<file path="src/design/rkih_pkg.sv">
`default_nettype none
// ----------------------------------------------------------------------------
// rkih_pkg
// Types and constants shared by the rotary knob input handler files.
// ----------------------------------------------------------------------------
package rkih_pkg;

    // Request codes
    typedef logic [1:0] t_req_type;
    localparam t_req_type REQ_TICK   = 2'd0;
    localparam t_req_type REQ_A_FALL = 2'd1;
    localparam t_req_type REQ_B_FALL = 2'd2;
    localparam t_req_type REQ_BUTTON = 2'd3;

    // Configuration register indexes
    localparam int CFG_ADDR_W = 4;
    localparam int CFG_DATA_W = 10;
    typedef logic [CFG_ADDR_W-1:0] t_cfg_addr;
    typedef logic [CFG_DATA_W-1:0] t_cfg_data;
    localparam t_cfg_addr REG_ROTARY_LOCKOUT = 4'd0;
    localparam t_cfg_addr REG_BUTTON_LOCKOUT = 4'd1;
    localparam t_cfg_addr REG_WRAP_MID       = 4'd2;
    localparam t_cfg_addr REG_WRAP_LARGE     = 4'd3;

    // Reset values of the configuration registers
    localparam logic [9:0] ROTARY_LOCKOUT_RST = 10'd15;
    localparam logic [9:0] BUTTON_LOCKOUT_RST = 10'd150;
    localparam logic [7:0] WRAP_MID_RST       = 8'd40;
    localparam logic [7:0] WRAP_LARGE_RST     = 8'd255;

    localparam logic [3:0]  MODE_RST     = 4'd6;
    localparam logic [3:0]  MODE_MID_MAX = 4'd5;
    localparam logic [10:0] ELAPSED_MAX  = 11'd2047;

    typedef struct packed {
        t_req_type req_type;
        logic      level_a;
        logic      level_b;
        logic      level_button;
    } t_item;

    typedef struct packed {
        logic [7:0]  position;
        logic [3:0]  mode;
        logic        toggle;
        logic [10:0] rotary_elapsed;
        logic [10:0] button_elapsed;
    } t_state;

    typedef struct packed {
        logic [9:0] rotary_lockout;
        logic [9:0] button_lockout;
        logic [7:0] wrap_mid;
        logic [7:0] wrap_large;
    } t_cfg;

    typedef struct packed {
        logic [7:0] position;
        logic [3:0] mode_now;
        logic       toggle_flag;
        logic       accepted;
    } t_result;

endpackage
`default_nettype wire

</file>
<file path="src/design/rkih_in_if.sv">
`default_nettype none
// ----------------------------------------------------------------------------
// rkih_in_if
// Input channel: one tick or edge event per transaction.
// ----------------------------------------------------------------------------
interface rkih_in_if;
    import rkih_pkg::*;

    logic      valid;
    logic      ready;
    t_req_type req_type;
    logic      level_a;
    logic      level_b;
    logic      level_button;

    modport source (output valid, output req_type, output level_a, output level_b,
                    output level_button, input ready);
    modport sink   (input valid, input req_type, input level_a, input level_b,
                    input level_button, output ready);
endinterface
`default_nettype wire

</file>
<file path="src/design/rkih_out_if.sv">
`default_nettype none
// ----------------------------------------------------------------------------
// rkih_out_if
// Result channel: knob state after each input transaction.
// ----------------------------------------------------------------------------
interface rkih_out_if;
    logic       valid;
    logic       ready;
    logic [7:0] position;
    logic [3:0] mode_now;
    logic       toggle_flag;
    logic       accepted;

    modport source (output valid, output position, output mode_now, output toggle_flag,
                    output accepted, input ready);
    modport sink   (input valid, input position, input mode_now, input toggle_flag,
                    input accepted, output ready);
endinterface
`default_nettype wire

</file>
<file path="src/design/rkih_cfg_if.sv">
`default_nettype none
// ----------------------------------------------------------------------------
// rkih_cfg_if
// Configuration write channel: register index and write data.
// ----------------------------------------------------------------------------
interface rkih_cfg_if;
    import rkih_pkg::*;

    logic      valid;
    logic      ready;
    t_cfg_addr addr;
    t_cfg_data data;

    modport source (output valid, output addr, output data, input ready);
    modport sink   (input valid, input addr, input data, output ready);
endinterface
`default_nettype wire

</file>
<file path="src/design/rotary_knob_input_handler.sv">
`default_nettype none
// ----------------------------------------------------------------------------
// rotary_knob_input_handler
// Knob position, mode and toggle tracking with lockout debounce.
// ----------------------------------------------------------------------------
// Takes one transaction per clock unless the result side stalls: a millisecond
// tick, an A or B falling edge, or a button rising edge. It returns one result
// per transaction with the position, mode and toggle after it and whether the
// edge took effect. An item passes an input register and then a result
// register; a stall on the result side holds it in the input register. The
// single-pass update between the registers
// keeps the sustained rate at one item per cycle as long as the result side
// takes one result per cycle. Configuration writes are taken at any time, ready
// is always high, and are meant to be made while no item is in flight.
module rotary_knob_input_handler #(
    parameter int LED_COUNT  = 8,
    parameter int MODE_COUNT = 9
) (
    input  wire       i_clk,
    input  wire       i_rst_n,
    rkih_in_if.sink   i_in,
    rkih_cfg_if.sink  i_cfg,
    rkih_out_if.source o_out
);
    import rkih_pkg::*;

    t_cfg    r_cfg;
    t_state  r_state;
    t_state  n_state;
    t_item   r_item;
    logic    r_in_valid;
    t_result r_res;
    logic    r_out_valid;
    logic    n_accepted;
    logic    advance;
    logic    proc;

    assign advance   = !r_out_valid || o_out.ready;
    assign proc      = r_in_valid && advance;
    assign i_in.ready  = !r_in_valid || advance;
    assign i_cfg.ready = 1'b1;

    // Configuration registers
    always_ff @(posedge i_clk) begin
        if (!i_rst_n) begin
            r_cfg.rotary_lockout <= ROTARY_LOCKOUT_RST;
            r_cfg.button_lockout <= BUTTON_LOCKOUT_RST;
            r_cfg.wrap_mid       <= WRAP_MID_RST;
            r_cfg.wrap_large     <= WRAP_LARGE_RST;
        end else if (i_cfg.valid) begin
            unique case (i_cfg.addr)
                REG_ROTARY_LOCKOUT: r_cfg.rotary_lockout <= i_cfg.data;
                REG_BUTTON_LOCKOUT: r_cfg.button_lockout <= i_cfg.data;
                REG_WRAP_MID:       r_cfg.wrap_mid       <= i_cfg.data[7:0];
                REG_WRAP_LARGE:     r_cfg.wrap_large     <= i_cfg.data[7:0];
                default: begin
                    r_cfg <= r_cfg;
                end
            endcase
        end
    end

    // Input register
    always_ff @(posedge i_clk) begin
        if (!i_rst_n) begin
            r_in_valid <= 1'b0;
        end else if (i_in.valid && i_in.ready) begin
            r_in_valid <= 1'b1;
        end else if (advance) begin
            r_in_valid <= 1'b0;
        end
    end

    always_ff @(posedge i_clk) begin
        if (i_in.valid && i_in.ready) begin
            r_item.req_type     <= i_in.req_type;
            r_item.level_a      <= i_in.level_a;
            r_item.level_b      <= i_in.level_b;
            r_item.level_button <= i_in.level_button;
        end
    end

    rkih_step #(
        .LED_COUNT  (LED_COUNT),
        .MODE_COUNT (MODE_COUNT)
    ) u_step (
        .i_item     (r_item),
        .i_state    (r_state),
        .i_cfg      (r_cfg),
        .o_state    (n_state),
        .o_accepted (n_accepted)
    );

    // Knob state and result register
    always_ff @(posedge i_clk) begin
        if (!i_rst_n) begin
            r_state.position       <= 8'd0;
            r_state.mode           <= MODE_RST;
            r_state.toggle         <= 1'b0;
            r_state.rotary_elapsed <= 11'd0;
            r_state.button_elapsed <= 11'd0;
            r_out_valid            <= 1'b0;
        end else begin
            if (proc) begin
                r_state <= n_state;
            end
            if (advance) begin
                r_out_valid <= r_in_valid;
            end
        end
    end

    always_ff @(posedge i_clk) begin
        if (proc) begin
            r_res.position    <= n_state.position;
            r_res.mode_now    <= n_state.mode;
            r_res.toggle_flag <= n_state.toggle;
            r_res.accepted    <= n_accepted;
        end
    end

    assign o_out.valid       = r_out_valid;
    assign o_out.position    = r_res.position;
    assign o_out.mode_now    = r_res.mode_now;
    assign o_out.toggle_flag = r_res.toggle_flag;
    assign o_out.accepted    = r_res.accepted;

    // The position never reaches 255: up-steps wrap before it, down-steps stop at limit-1
    a_pos_range: assert property (@(posedge i_clk) disable iff (!i_rst_n)
        r_state.position != 8'hFF)
        else $error("knob position reached 255");

    // The toggle only moves when a button transaction is processed
    a_toggle_hold: assert property (@(posedge i_clk) disable iff (!i_rst_n)
        !(proc && r_item.req_type == REQ_BUTTON) |=> $stable(r_state.toggle))
        else $error("toggle changed without a button press");

    // Accepted knob step restarts the knob lockout
    a_rot_clear: assert property (@(posedge i_clk) disable iff (!i_rst_n)
        (proc && n_accepted && r_item.req_type != REQ_BUTTON)
        |=> r_state.rotary_elapsed == 11'd0)
        else $error("knob lockout not restarted");

    // Entering mode 0 leaves the position inside the LED ring
    a_mode0_pos: assert property (@(posedge i_clk) disable iff (!i_rst_n)
        (proc && n_accepted && r_item.req_type == REQ_BUTTON && n_state.mode == 4'd0)
        |=> r_state.position < 8'(LED_COUNT))
        else $error("position outside LED ring after entering mode 0");

endmodule
`default_nettype wire

</file>
<file path="src/design/rkih_step.sv">
`default_nettype none
// ----------------------------------------------------------------------------
// rkih_step
// Single-pass next-state logic for one tick or edge event.
// ----------------------------------------------------------------------------
module rkih_step #(
    parameter int LED_COUNT  = 8,
    parameter int MODE_COUNT = 9
) (
    input  rkih_pkg::t_item  i_item,
    input  rkih_pkg::t_state i_state,
    input  rkih_pkg::t_cfg   i_cfg,
    output rkih_pkg::t_state o_state,
    output logic             o_accepted
);
    import rkih_pkg::*;

    // position mod LED_COUNT for every 8-bit position, built at elaboration
    function automatic logic [255:0][7:0] build_mod_tbl();
        logic [255:0][7:0] tbl;
        for (int i = 0; i < 256; i++) begin
            tbl[i] = 8'(i % LED_COUNT);
        end
        return tbl;
    endfunction

    localparam logic [255:0][7:0] MOD_TBL = build_mod_tbl();

    logic [7:0]  wrap_raw;
    logic [7:0]  wrap;
    logic [8:0]  pos_inc;
    logic [4:0]  mode_inc;
    logic [3:0]  mode_adv;
    logic        rot_open;
    logic        btn_open;
    logic [10:0] rot_inc;
    logic [10:0] btn_inc;

    always_comb begin
        if (i_state.mode == 4'd0) begin
            wrap_raw = 8'(LED_COUNT);
        end else if (i_state.mode <= MODE_MID_MAX) begin
            wrap_raw = i_cfg.wrap_mid;
        end else begin
            wrap_raw = i_cfg.wrap_large;
        end
        wrap = (wrap_raw == 8'd0) ? 8'd1 : wrap_raw;
    end

    assign pos_inc  = {1'b0, i_state.position} + 9'd1;
    assign mode_inc = {1'b0, i_state.mode} + 5'd1;
    assign mode_adv = (mode_inc >= 5'(MODE_COUNT)) ? 4'd0 : mode_inc[3:0];
    assign rot_open = i_state.rotary_elapsed > {1'b0, i_cfg.rotary_lockout};
    assign btn_open = i_state.button_elapsed > {1'b0, i_cfg.button_lockout};
    assign rot_inc  = (i_state.rotary_elapsed == ELAPSED_MAX) ? ELAPSED_MAX
                                                             : i_state.rotary_elapsed + 11'd1;
    assign btn_inc  = (i_state.button_elapsed == ELAPSED_MAX) ? ELAPSED_MAX
                                                             : i_state.button_elapsed + 11'd1;

    always_comb begin
        o_state    = i_state;
        o_accepted = 1'b0;
        unique case (i_item.req_type)
            REQ_TICK: begin
                o_state.rotary_elapsed = rot_inc;
                o_state.button_elapsed = btn_inc;
            end
            REQ_A_FALL: begin
                if (rot_open && i_item.level_b && !i_item.level_a) begin
                    o_state.position       = (pos_inc >= {1'b0, wrap}) ? 8'd0 : pos_inc[7:0];
                    o_state.rotary_elapsed = 11'd0;
                    o_accepted             = 1'b1;
                end
            end
            REQ_B_FALL: begin
                if (rot_open && i_item.level_a && !i_item.level_b) begin
                    // at zero, or left above a lowered limit: jump to the top
                    if (i_state.position == 8'd0 || i_state.position > wrap) begin
                        o_state.position = wrap - 8'd1;
                    end else begin
                        o_state.position = i_state.position - 8'd1;
                    end
                    o_state.rotary_elapsed = 11'd0;
                    o_accepted             = 1'b1;
                end
            end
            REQ_BUTTON: begin
                if (btn_open && i_item.level_button) begin
                    o_state.toggle         = ~i_state.toggle;
                    o_state.mode           = mode_adv;
                    o_state.button_elapsed = 11'd0;
                    if (mode_adv == 4'd0) begin
                        o_state.position = MOD_TBL[i_state.position];
                    end
                    o_accepted = 1'b1;
                end
            end
            default: begin
                o_state = i_state;
            end
        endcase
    end

endmodule
`default_nettype wire

</file>
<file path="src/flat_wrapper.sv">
// flat-port wrapper written by rule: the top's interface ports become plain ports
module rotary_knob_input_handler_flat import rkih_pkg::*;
#(
    parameter int LED_COUNT  = 8,
    parameter int MODE_COUNT = 9
)
  (i_clk, i_rst_n, i_in_valid, i_in_req_type, i_in_level_a, i_in_level_b, i_in_level_button, i_in_ready, i_cfg_valid, i_cfg_addr, i_cfg_data, i_cfg_ready, o_out_valid, o_out_position, o_out_mode_now, o_out_toggle_flag, o_out_accepted, o_out_ready);
  rkih_in_if i_in_i ();
  rkih_cfg_if i_cfg_i ();
  rkih_out_if o_out_i ();
  input  wire i_clk;
  input  wire i_rst_n;
  input wire logic [$bits(i_in_i.valid)-1:0] i_in_valid;
  input wire logic [$bits(i_in_i.req_type)-1:0] i_in_req_type;
  input wire logic [$bits(i_in_i.level_a)-1:0] i_in_level_a;
  input wire logic [$bits(i_in_i.level_b)-1:0] i_in_level_b;
  input wire logic [$bits(i_in_i.level_button)-1:0] i_in_level_button;
  output wire logic [$bits(i_in_i.ready)-1:0] i_in_ready;
  input wire logic [$bits(i_cfg_i.valid)-1:0] i_cfg_valid;
  input wire logic [$bits(i_cfg_i.addr)-1:0] i_cfg_addr;
  input wire logic [$bits(i_cfg_i.data)-1:0] i_cfg_data;
  output wire logic [$bits(i_cfg_i.ready)-1:0] i_cfg_ready;
  output wire logic [$bits(o_out_i.valid)-1:0] o_out_valid;
  output wire logic [$bits(o_out_i.position)-1:0] o_out_position;
  output wire logic [$bits(o_out_i.mode_now)-1:0] o_out_mode_now;
  output wire logic [$bits(o_out_i.toggle_flag)-1:0] o_out_toggle_flag;
  output wire logic [$bits(o_out_i.accepted)-1:0] o_out_accepted;
  input wire logic [$bits(o_out_i.ready)-1:0] o_out_ready;
  assign i_in_i.valid = i_in_valid;
  assign i_in_i.req_type = i_in_req_type;
  assign i_in_i.level_a = i_in_level_a;
  assign i_in_i.level_b = i_in_level_b;
  assign i_in_i.level_button = i_in_level_button;
  assign i_in_ready = i_in_i.ready;
  assign i_cfg_i.valid = i_cfg_valid;
  assign i_cfg_i.addr = i_cfg_addr;
  assign i_cfg_i.data = i_cfg_data;
  assign i_cfg_ready = i_cfg_i.ready;
  assign o_out_valid = o_out_i.valid;
  assign o_out_position = o_out_i.position;
  assign o_out_mode_now = o_out_i.mode_now;
  assign o_out_toggle_flag = o_out_i.toggle_flag;
  assign o_out_accepted = o_out_i.accepted;
  assign o_out_i.ready = o_out_ready;
  rotary_knob_input_handler #(.LED_COUNT(LED_COUNT), .MODE_COUNT(MODE_COUNT)) u_core (.i_clk(i_clk), .i_rst_n(i_rst_n), .i_in(i_in_i), .i_cfg(i_cfg_i), .o_out(o_out_i));
endmodule
</file>
<file path="config.mk">
export PLATFORM = sky130hd
export DESIGN_NAME = rotary_knob_input_handler_flat
export DESIGN_NICKNAME = d
export VERILOG_FILES = /design/src/design/rkih_pkg.sv /design/src/design/rkih_in_if.sv /design/src/design/rkih_out_if.sv /design/src/design/rkih_cfg_if.sv /design/src/design/rotary_knob_input_handler.sv /design/src/design/rkih_step.sv /design/src/flat_wrapper.sv
export SDC_FILE = /design/constraint.sdc
export NUM_CORES = 1
export LEC_CHECK = 0
export BUFFER_PORTS_ARGS = -buffer_cell sky130_fd_sc_hd__buf_4
export CAP_MARGIN = 15
export CELL_PAD_IN_SITES_DETAIL_PLACEMENT = 1
export CELL_PAD_IN_SITES_GLOBAL_PLACEMENT = 2
export CORE_ASPECT_RATIO = 1.5
export CORE_UTILIZATION = 30
export DETAILED_ROUTE_END_ITERATION = 10
export PLACE_DENSITY = 0.75
export SLEW_MARGIN = 20
export SYNTH_ARGS = -nofsm -noshare
export SYNTH_HDL_FRONTEND = slang
export SYNTH_HIERARCHICAL = 1
export SYNTH_SLANG_ARGS = --single-unit
</file>
<file path="constraint.sdc">
create_clock -name i_clk -period 12.65 [get_ports i_clk]
set_input_delay 0.6325 -clock i_clk [delete_from_list [all_inputs] [get_ports i_clk]]
set_output_delay 0.6325 -clock i_clk [all_outputs]
set_load 0.05 [all_outputs]
</file>
* Word level (Yosys, flattened, before mapping)
Memory sizes are Yosys's and may differ from the RTL's. A register that Yosys moved wholly into a read port is not among the register bits.
Cells that the tools add are included.
** Operators by class
- Magnitude comparators :: 7
- Multiplexer cells :: 28
- Equal/unequal tests :: 11
- Reduce and logical (&&, ||, !) cells :: 29
- $add $sub $neg :: 6
- Bitwise operators :: 1
** Operators with widths (number)
- 8-bit two-way mux :: 11
- 11-bit two-way mux :: 5
- 11-bit case mux with 3 select lines :: 1
- 8-bit case mux with 3 select lines :: 1
- 11-bit by 1-bit adder with 11-bit output, second input constant :: 2
- 11-bit == test, second input constant :: 2
- 11-bit by 10-bit greater-than comparator with 1-bit output :: 2
- 11-bit case mux with 2 select lines :: 1
- 8-bit zero test :: 2
- 8-bit by 1-bit subtractor with 8-bit output, second input constant :: 2
- 13-bit two-way mux :: 1
- 4-bit zero test :: 3
- 8-bit by 1-bit adder with 9-bit output, second input constant :: 1
- 9-bit by 8-bit >= comparator with 1-bit output :: 1
- 8-bit by 9-bit < comparator with 1-bit output, second input constant :: 1
- 4-bit by 2-bit == test with 1-bit output, second input constant :: 2
- 8-bit greater-than comparator :: 1
- 2-bit AND reduction :: 4
- 1-bit logical AND :: 7
- 2-bit inequality test, second input constant :: 3
- 4-bit by 1-bit adder with 5-bit output, second input constant :: 1
- 5-bit by 4-bit >= comparator with 1-bit output, second input constant :: 1
- 1-bit two-way mux :: 5
- 5-bit two-way mux :: 1
- other kinds (14) :: 21
** Storage, ports and cells
- Logic and storage cells :: 102
- Register bits after elaboration :: 92
- Output and inout port bits :: 17
- Memories kept :: 1
- Input port bits :: 24
- Memory bits (read-only) :: 2048
** Memory list
- (name not given) :: words 256, bits a word 8, rd ports 1, clocked after memory_dff 1, wr ports 0, line rkih_step.sv:93 : o_state.position = MOD_TBL[i_state.position];

* Longest topological paths before layout
Gate-level depths: netlist of run 1.
- Depth after elaboration :: 12
- Gate-level depth with buffers :: 22
- Gate-level depth less buffers :: 21

* Cells and area by module
Netlist of run 1, hierarchy kept.
** By module, submodules not included
- rotary_knob_input_handler :: area an instance 3544.6 um2, instances 1, seq. area each 2031.9 um2, cells each 342
- rkih_step :: area an instance 2753.9 um2, instances 1, seq. area each 0.0 um2, cells each 413

* Least setup slack after synthesis of run 1
No wires, ideal clock.
- Kind :: register to register
- From :: reg u_core/r_state[23] (netlist bit)
- To :: reg, netlist name u_core/o_out.position[4]
- Library setup time :: 0.267 ns
- Slack :: 8.272 ns
- Required time :: 12.383 ns
- Path buffers :: 1
- Clock period less this slack :: 4.378 ns
- Arrival :: 4.110 ns
- Cell stages (with the launch flop) :: 20
- Path through :: dfxtp_1 > inv_1 > ha_1 > nor3b_2 > or2_2 > clkbuf_1 > mux2i_1 > or2_2 > ha_1 > nor2b_1 > o211ai_1 > and4_1 > o21ai_2 > mux2i_1 > ha_1 > o211ai_1 > mux2_4 > xor2_1 > a222oi_1 > inv_1
** RTL lines
- start: declaration :: line rotary_knob_input_handler.sv:28 : t_state r_state;
- start signal: assignment :: line rotary_knob_input_handler.sv:105 : r_state <= n_state;

==> qor.yml, run 1 <==
clock_tree:
  clock_path_buffers: 2
  cts_made_buffers: 9
  cts.htree.levels: 3
  postCtsSetupBuffers: 0
  cts_tree: "done"
  clk_pin_slew_ns: 0.07
  clk_latency_ns: 0.35
  cts-root-buf: "clkbuf_16"
  cts_hold_buf: 0
  ctsResizeCount: 0
  cts.sinks: 92
worst_setup_path:
  crit_chain: "inv_1 > ha_1 > nor3b_2 > nor2_1 > o32ai_1 > nor2_1 > ha_1 > nand4_1 > nor2_1 > a31o_2 > o21ai_2 > mux2i_1 > ha_1 > o211ai_1 > mux2_4 > xor2_1 > a222oi_1 > inv_1 > nand3_1 > a21boi_0"
  worstReg2RegEnd: "u_core/r_state[31]"
  worst_setup_path_start_kind: "flip-flop"
  rr_worst_depth: 20
  path_max_fanout: 10
  r2r_start: "u_core/r_state[23]"
  cp_slowest_cell: "o32ai_1"
  worstPathArrival_ns: 5.06
  critical_path.top_delay_family: "compound AO/OA/AOI/OAI gates"
  endpoint_kind: "flip-flop"
  cp_slowest_stage_delay_ns: 0.51
  critPathRequiredTime_ns: 12.88
  reg2reg_slack_ns: 7.83
  cp.buffers_inverters: 2
  crit_type: "flip-flop to flip-flop"
sta:
  tightest_slew_ns: 0.994
  fmax_mhz: 207
  min_period_ns: 4.82
  finClkSkew_ns: 0.0144
  drv_slew: 0
  grt_setup_unrepaired: "false"
  fin_crit_sh_pct: 38.1
  whs_ns: 0.456
  maxSlewHeadroom_pct: 33.5
  fin_setup_tns_ns: 0
  finalHoldViolations: 0
  setup_viol: 0
synthesis:
  yosysMostFrequentCell: "o21ai_0"
  synth_area_um2: 6300
  yosysSeqAreaShare_pct: 32.3
  yosys-top-cells-count: "o21ai_0 (79), dfxtp_1 (73), nand2_1 (62), nand3_1 (62), ha_1 (49)"
  ys_async_sr_fraction_pct: 0
  ys_types: 69
  synthFlopType: "dfxtp_1"
  yosysTopAreaCellShare_pct: 23.2
  syn_inst: 755
  yosys-top-cells-area: "dfxtp_1 (23%), ha_1 (9.7%), edfxtp_1 (9.1%), o21ai_0 (6.3%), mux2i_1 (5.7%)"
  synth_nets: 828
  syn_area_per_cell_um2: 8.34
  synth_top_cell_by_area: "dfxtp_1"
  yosys_warnings: 6
  synth_edf_count: 19
  synth-seq-cells: 92
route:
  route.detailed.drc: 0
  antenna_left: 0
  vias_per_cell: 5.48
  routed_wl_um: 20300
  drt_iter0_drc: 287
  firstDrtPassIters: 4
  wl_per_cell_um: 19.7
  via_count: 5662
status:
  status: "finished, final reports clean"
floorplanning:
  die_h_um: 179
  io_pins: 41
  die_area_um2: 21600
  die_w_um: 120
  core_area_um2: 20500
  rows: 64
  start_util_pct: 30.7
finish:
  fin_cells: 1034
  final_nets: 838
  area_growth_pct: 11.7
  drive_gt1_share_pct: 10.9
  diodes: 0
min_path:
  min_path_cells: 1
  min_path_type: "input pin to flip-flop"
  hp-start: "i_in_level_b"
  min_to: "u_core/r_item[1]"
grt:
  grt-ovfl-total: 0
  grt_pass1_vias: 5988
  antenna_found_initial: 0
  grt_max_degree: 92
  grt.total_usage_pct: 19.3
  grt_pass1_wl_um: 32400
power:
  peakVddDrop_mv: 0.0492
  power.density_nw_per_um2: 92.6
  p_leak_nw: 2.83
  total_power_mw: 0.651
placement:
  hpwlAfterDp_um: 15200
  gp_congestion: 0.850
  place_inst: 1018
  port_buffers: 39
flow_run:
  cap_viol_max_count: 0
-- through the flow --
| step | cell area, um2 | setup slack (ns) | util (%) |
|---|---|---|---|
| floorplan | 6300 | 8.27 | - |
| global placement | 6760 | 8.06 | 33.0 |
| detailed placement | 6760 | 7.88 | 33.0 |
| CTS | 7030 | 7.85 | 34.3 |
| global route | 7030 | 7.48 | 34.3 |
| finish | 7030 | 7.83 | 34.3 |
-- state kept, by name (all words and copies together) (netlist names) --
| signal | flops |
|---|---|
| u_core/r_state | 35 |
| u_core/o_out.valid | 1 |
| u_core/o_out.position | 8 |
| u_core/o_out.mode_now | 4 |
| u_core/r_item | 5 |
| u_core/r_cfg | 36 |
| u_core/r_in_valid | 1 |
| u_core/o_out.toggle_flag | 1 |
| u_core/o_out.accepted | 1 |
-- cell families after synthesis --
| group | share of synthesized area, % |
|---|---|
| other | 0.0595 |
| DFF | 32.3 |
| AOI/OAI and AO/OA | 21.3 |
| adders and majority gates | 9.73 |
| xor gates and xnor gates | 1.95 |
| buffers and inverters | 6.12 |
| muxes | 6.50 |
| and+or+nand+nor | 22.1 |
-- worst max path at each step --
stage	from	end	slack, ns	cells after the start
final	u_core/r_state[23]	u_core/r_state[31]	7.83	20
after global routing	u_core/r_state[23]	u_core/r_state[31]	7.48	20
after CTS	u_core/r_state[23]	u_core/r_state[31]	7.85	20
after detailed placement	u_core/r_state[23]	u_core/r_state[31]	7.88	20
after global placement	u_core/r_state[23]	u_core/r_state[31]	8.06	20
after floorplan	u_core/r_state[23]	u_core/o_out.position[4]	8.27	19
-- layer usage --
| metal | vias up | part of all wire (%) | global-route usage (%) |
|---|---|---|---|
| met5 | - | 0 | 0 |
| met4 | 0 | 3.7 | 9.19 |
| met3 | 43 | 2.4 | 2.89 |
| met2 | 95 | 55 | 36.5 |
| met1 | 2791 | 39 | 20.6 |
| li1 | 2733 | - | - |
-- worst register-to-register path: cells and delay by family (launching register included) --
family / cells / cell delay, ns
xor gates and xnor gates: 1 / 0.16
and+or+nand+nor: 6 / 0.86
buffers and inverters: 2 / 0.21
muxes: 2 / 0.61
AOI/OAI and AO/OA: 6 / 1.58
DFF: 1 / 0.49
adders and majority gates: 3 / 0.80
-- where the power goes --
| group | leakage, nW | switching, mW | total [mW] | internal, mW |
|---|---|---|---|---|
| Combinational | 1.93 | 0.0566 | 0.0865 | 0.0300 |
| Sequential | 0.771 | 0.00404 | 0.308 | 0.304 |
| Clock | 0.133 | 0.118 | 0.256 | 0.138 |
| Total | 2.83 | 0.179 | 0.651 | 0.472 |
-- cells in the final DEF (no fill, tap or decap), drive strengths merged, types with 5 or more instances in the layout --
cell type  Yosys  layout
nand4          8       8
a221o          7       7
nand3         62      62
o211ai         5       5
nor3b          5       5
nor3          10      10
or3            5       5
and3          15      15
a31oi          5       5
inv           47      48
and2           5       5
a21oi         26      26
nand2         62      62
nand2b        11      11
buf           18      44
a22o          13      13
or2            7       7
o21ai         83      83
nor2          23      23
xnor2         10      10
dfxtp         73      73
mux2i         36      36
clkbuf        27      12
a21boi        36      36
or4            5       5
nor2b         32      32
edfxtp        19      19
ha            49      49
-- final cells by class --
type	count	area, um2
Clock inverter	4	23.8
Tap cell	264	330
Multi-Input combinational cell	571	3890
Fill cell	2484	13500
Sequential cell	92	2030
Timing Repair Buffer	44	330
Clock buffer	12	246
Inverter	47	176
No activity file was read; power rests on OpenSTA's default activity.
==> run 2, diff against run 1 <==
- PLACE_DENSITY: 0.75 -> 0.77
- clock period: 12.65 -> 3.9 ns (I/O delays scaled with it)
==> run 2 against run 1 <==
Effect of this change: the flow now finishes with violations (negative setup slack); combinational power increased to 4.0 times the previous value; count of clock-buffer cells in the layout up 2; final area grew 9.1%; register-to-register slack lost 8.0 ns; hold slack got worse by 0.44 ns; utilization rose by 3.1 points; power increased to 3.5 times the previous value; critical path type unchanged; critical endpoint unchanged; first-iteration DRC count decreased by 16%; routed wire length grew 0.50%; largest power group unchanged; largest cell class unchanged; sequential power rose to 3.2 times the previous value.
==> qor.yml, run 2 (synthesis results as in run 1) <==
sta:
  min_period_ns: 4.05  # -0.775 ns
  setup_viol: 4  # +4
  grt_setup_unrepaired: "true"
  finalHoldViolations: 0  # unchanged
  fin_crit_sh_pct: 104  # +66 points
  tightest_slew_ns: 0.863  # -0.131 ns
  drv_slew: 0  # unchanged
  whs_ns: 0.0208  # -0.436 ns
  postLayoutSetupSlackWorst_ns: -0.146  # -7.98 ns
  fmax_mhz: 247  # +19%
  finClkSkew_ns: 0.0125  # -0.00192 ns
  maxSlewHeadroom_pct: 42.5  # +9.0 points
clock_tree:
  cts_hold_buf: 0  # unchanged
  cts_made_buffers: 9  # unchanged
  clk_pin_slew_ns: 0.07  # about the same
  clk_latency_ns: 0.36  # about the same
  cts.sinks: 92  # unchanged
  clock_path_buffers: 2  # unchanged
  cts-root-buf: "clkbuf_16"
  cts_tree: "done"
  cts.htree.levels: 3  # unchanged
grt:
  grt_max_degree: 92  # unchanged
  grt.total_usage_pct: 19.5  # +0.14 points
  grt-ovfl-total: 0  # unchanged
  grt_pass1_wl_um: 32900  # +1.6%
  grt_pass1_vias: 6171  # +3.1%
  antenna_found_initial: 0  # unchanged
floorplanning:
  start_util_pct: 30.7  # unchanged
  core_area_um2: 20500  # unchanged
  io_pins: 41  # unchanged
  rows: 64  # unchanged
  die_area_um2: 21600  # unchanged
  die_w_um: 120  # unchanged
  die_h_um: 179  # unchanged
worst_setup_path:
  worst_setup_path_start_kind: "flip-flop"
  worstPathArrival_ns: 4.29  # -0.77 ns
  rr_worst_depth: 21  # +5.0%
  worstReg2RegEnd: "u_core/r_state[31]"
  path_max_fanout: 6  # -4
  r2r_start: "u_core/r_state[23]"
  endpoint_kind: "flip-flop"
  reg2reg_slack_ns: -0.15  # -7.98 ns
  critPathRequiredTime_ns: 4.14  # -8.74 ns
  crit_type: "flip-flop to flip-flop"
finish:
  area_growth_pct: 21.9
  top_register: "u_core/r_cfg"
  diodes: 0  # unchanged
  final_common_cell: "buf_4"
  largest_reg_flops: 36  # unchanged
  mostFrequentLayoutCells: "buf_4 (94), o21ai_0 (76), dfxtp_1 (71)"
  drive_gt1_share_pct: 19.5  # +8.6 points
  reg.largest.list: "u_core/r_cfg x36, u_core/r_state x35, u_core/o_out.position x8"
  nFillCells: 2480  # -0.16%
  final_nets: 889  # +6.1%
power:
  peakVddDrop_mv: 0.180  # +270%
  total_power_mw: 2.31  # +250%
  power.density_nw_per_um2: 301  # +230%
  p_leak_nw: 3.12  # +10%
route:
  firstDrtPassIters: 4  # unchanged
  drt_iter0_drc: 241  # -16%
  routed_wl_um: 20400  # +0.50%
  via_count: 5821  # +2.8%
  wl_per_cell_um: 18.8  # -4.2%
  vias_per_cell: 5.36  # -2.0%
  antenna_left: 0  # unchanged
  route.detailed.drc: 0  # unchanged
status:
  violations: "negative setup slack"
  status: "finished with violations"
min_path:
  min_path_type: "input pin to flip-flop"
  min_to: "u_core/r_item[0]"
  min_path_cells: 1  # unchanged
  hp-start: "i_in_level_button"
placement:
  hpwlAfterDp_um: 15200  # +0.13%
  gp_congestion: 0.829  # -2.4%
  port_buffers: 39  # unchanged
flow_run:
  cap_viol_max_count: 0  # unchanged
## run 2: cell types whose count changed in the layout (fill, tap and decap cells not counted), sizes merged
cell,before,now
buf,44,95
bufinv,0,1
clkbuf,12,14
clkinv,2,1
clkinvlp,1,0
inv,48,47
## run 2: layout make-up
cell class	count	area, um2	share of cell area [%]
Tap cell	264	330	4.30
Clock inverter	2	38.8	0.505
Sequential cell	92	2040	26.6
Clock buffer	14	285	3.72
Timing Repair Buffer	95	717	9.34
Multi-Input combinational cell	571	4090	53.2
Inverter	47	179	2.33
## run 2: critical path: stages (launching register included)
cell      delay, ns
dfxtp_4        0.37
inv_2          0.05
ha_4           0.15
nor3b_4        0.26
or2_4          0.23
mux2i_2        0.24
or2_4          0.18
ha_4           0.20
nor2b_2        0.14
o211ai_1       0.15
and4_4         0.27
o21a_4         0.14
nor2_1         0.04
a21oi_1        0.12
ha_2           0.22
o211ai_1       0.11
mux2_4         0.31
xor2_1         0.17
a222oi_1       0.28
inv_1          0.12
nand3_1        0.10
a21boi_1       0.08
## run 2: power breakdown
group	total, mW	internal, mW	switching (mW)
Combinational	0.350	0.146	0.203
Clock	0.965	0.574	0.392
Sequential	0.995	0.985	0.00995
Total	2.31	1.71	0.605
## run 2: stage by stage
stage	utilization, %	setup slack [ns]	std cells	instance area, um2	setup TNS [ns]
2_1_floorplan	-	-0.00205	755	6450	-0.00205
3_3_place_gp	35.3	-0.0465	1063	7230	-0.0842
3_5_place_dp	35.3	-0.193	1063	7230	-0.585
4_1_cts	37.1	-0.173	1082	7600	-0.568
5_1_grt	37.5	-0.333	1085	7680	-1.25
6_report	37.5	-0.146	1085	7680	-0.434
## run 2: layer usage
metal  global-route usage, %  wire length (um)
met5                       0                 0
met3                    2.60               373
met1                    20.3              7920
met4                    7.90               680
met2                    38.0             11500
## run 2: worst max path at each step
stage,start,endpoint,slack [ns],cells after the start
6_report,u_core/r_state[23],u_core/r_state[31],-0.15,21
5_1_grt,u_core/r_state[23],u_core/r_state[31],-0.33,20
4_1_cts,u_core/r_state[24],u_core/r_state[31],-0.17,20
3_5_place_dp,u_core/r_state[23],u_core/r_state[31],-0.19,20
3_3_place_gp,u_core/r_state[23],u_core/r_state[31],-0.05,21
2_1_floorplan,u_core/r_state[23],u_core/o_out.position[4],-0.002,20
## run 2: what timing repair did
item | CTS | global route
pin swaps | 13 | 14
setup buffers | 3 | 3
endpoints found under the setup margin | 6 | 16
resized for setup | 6 | 18
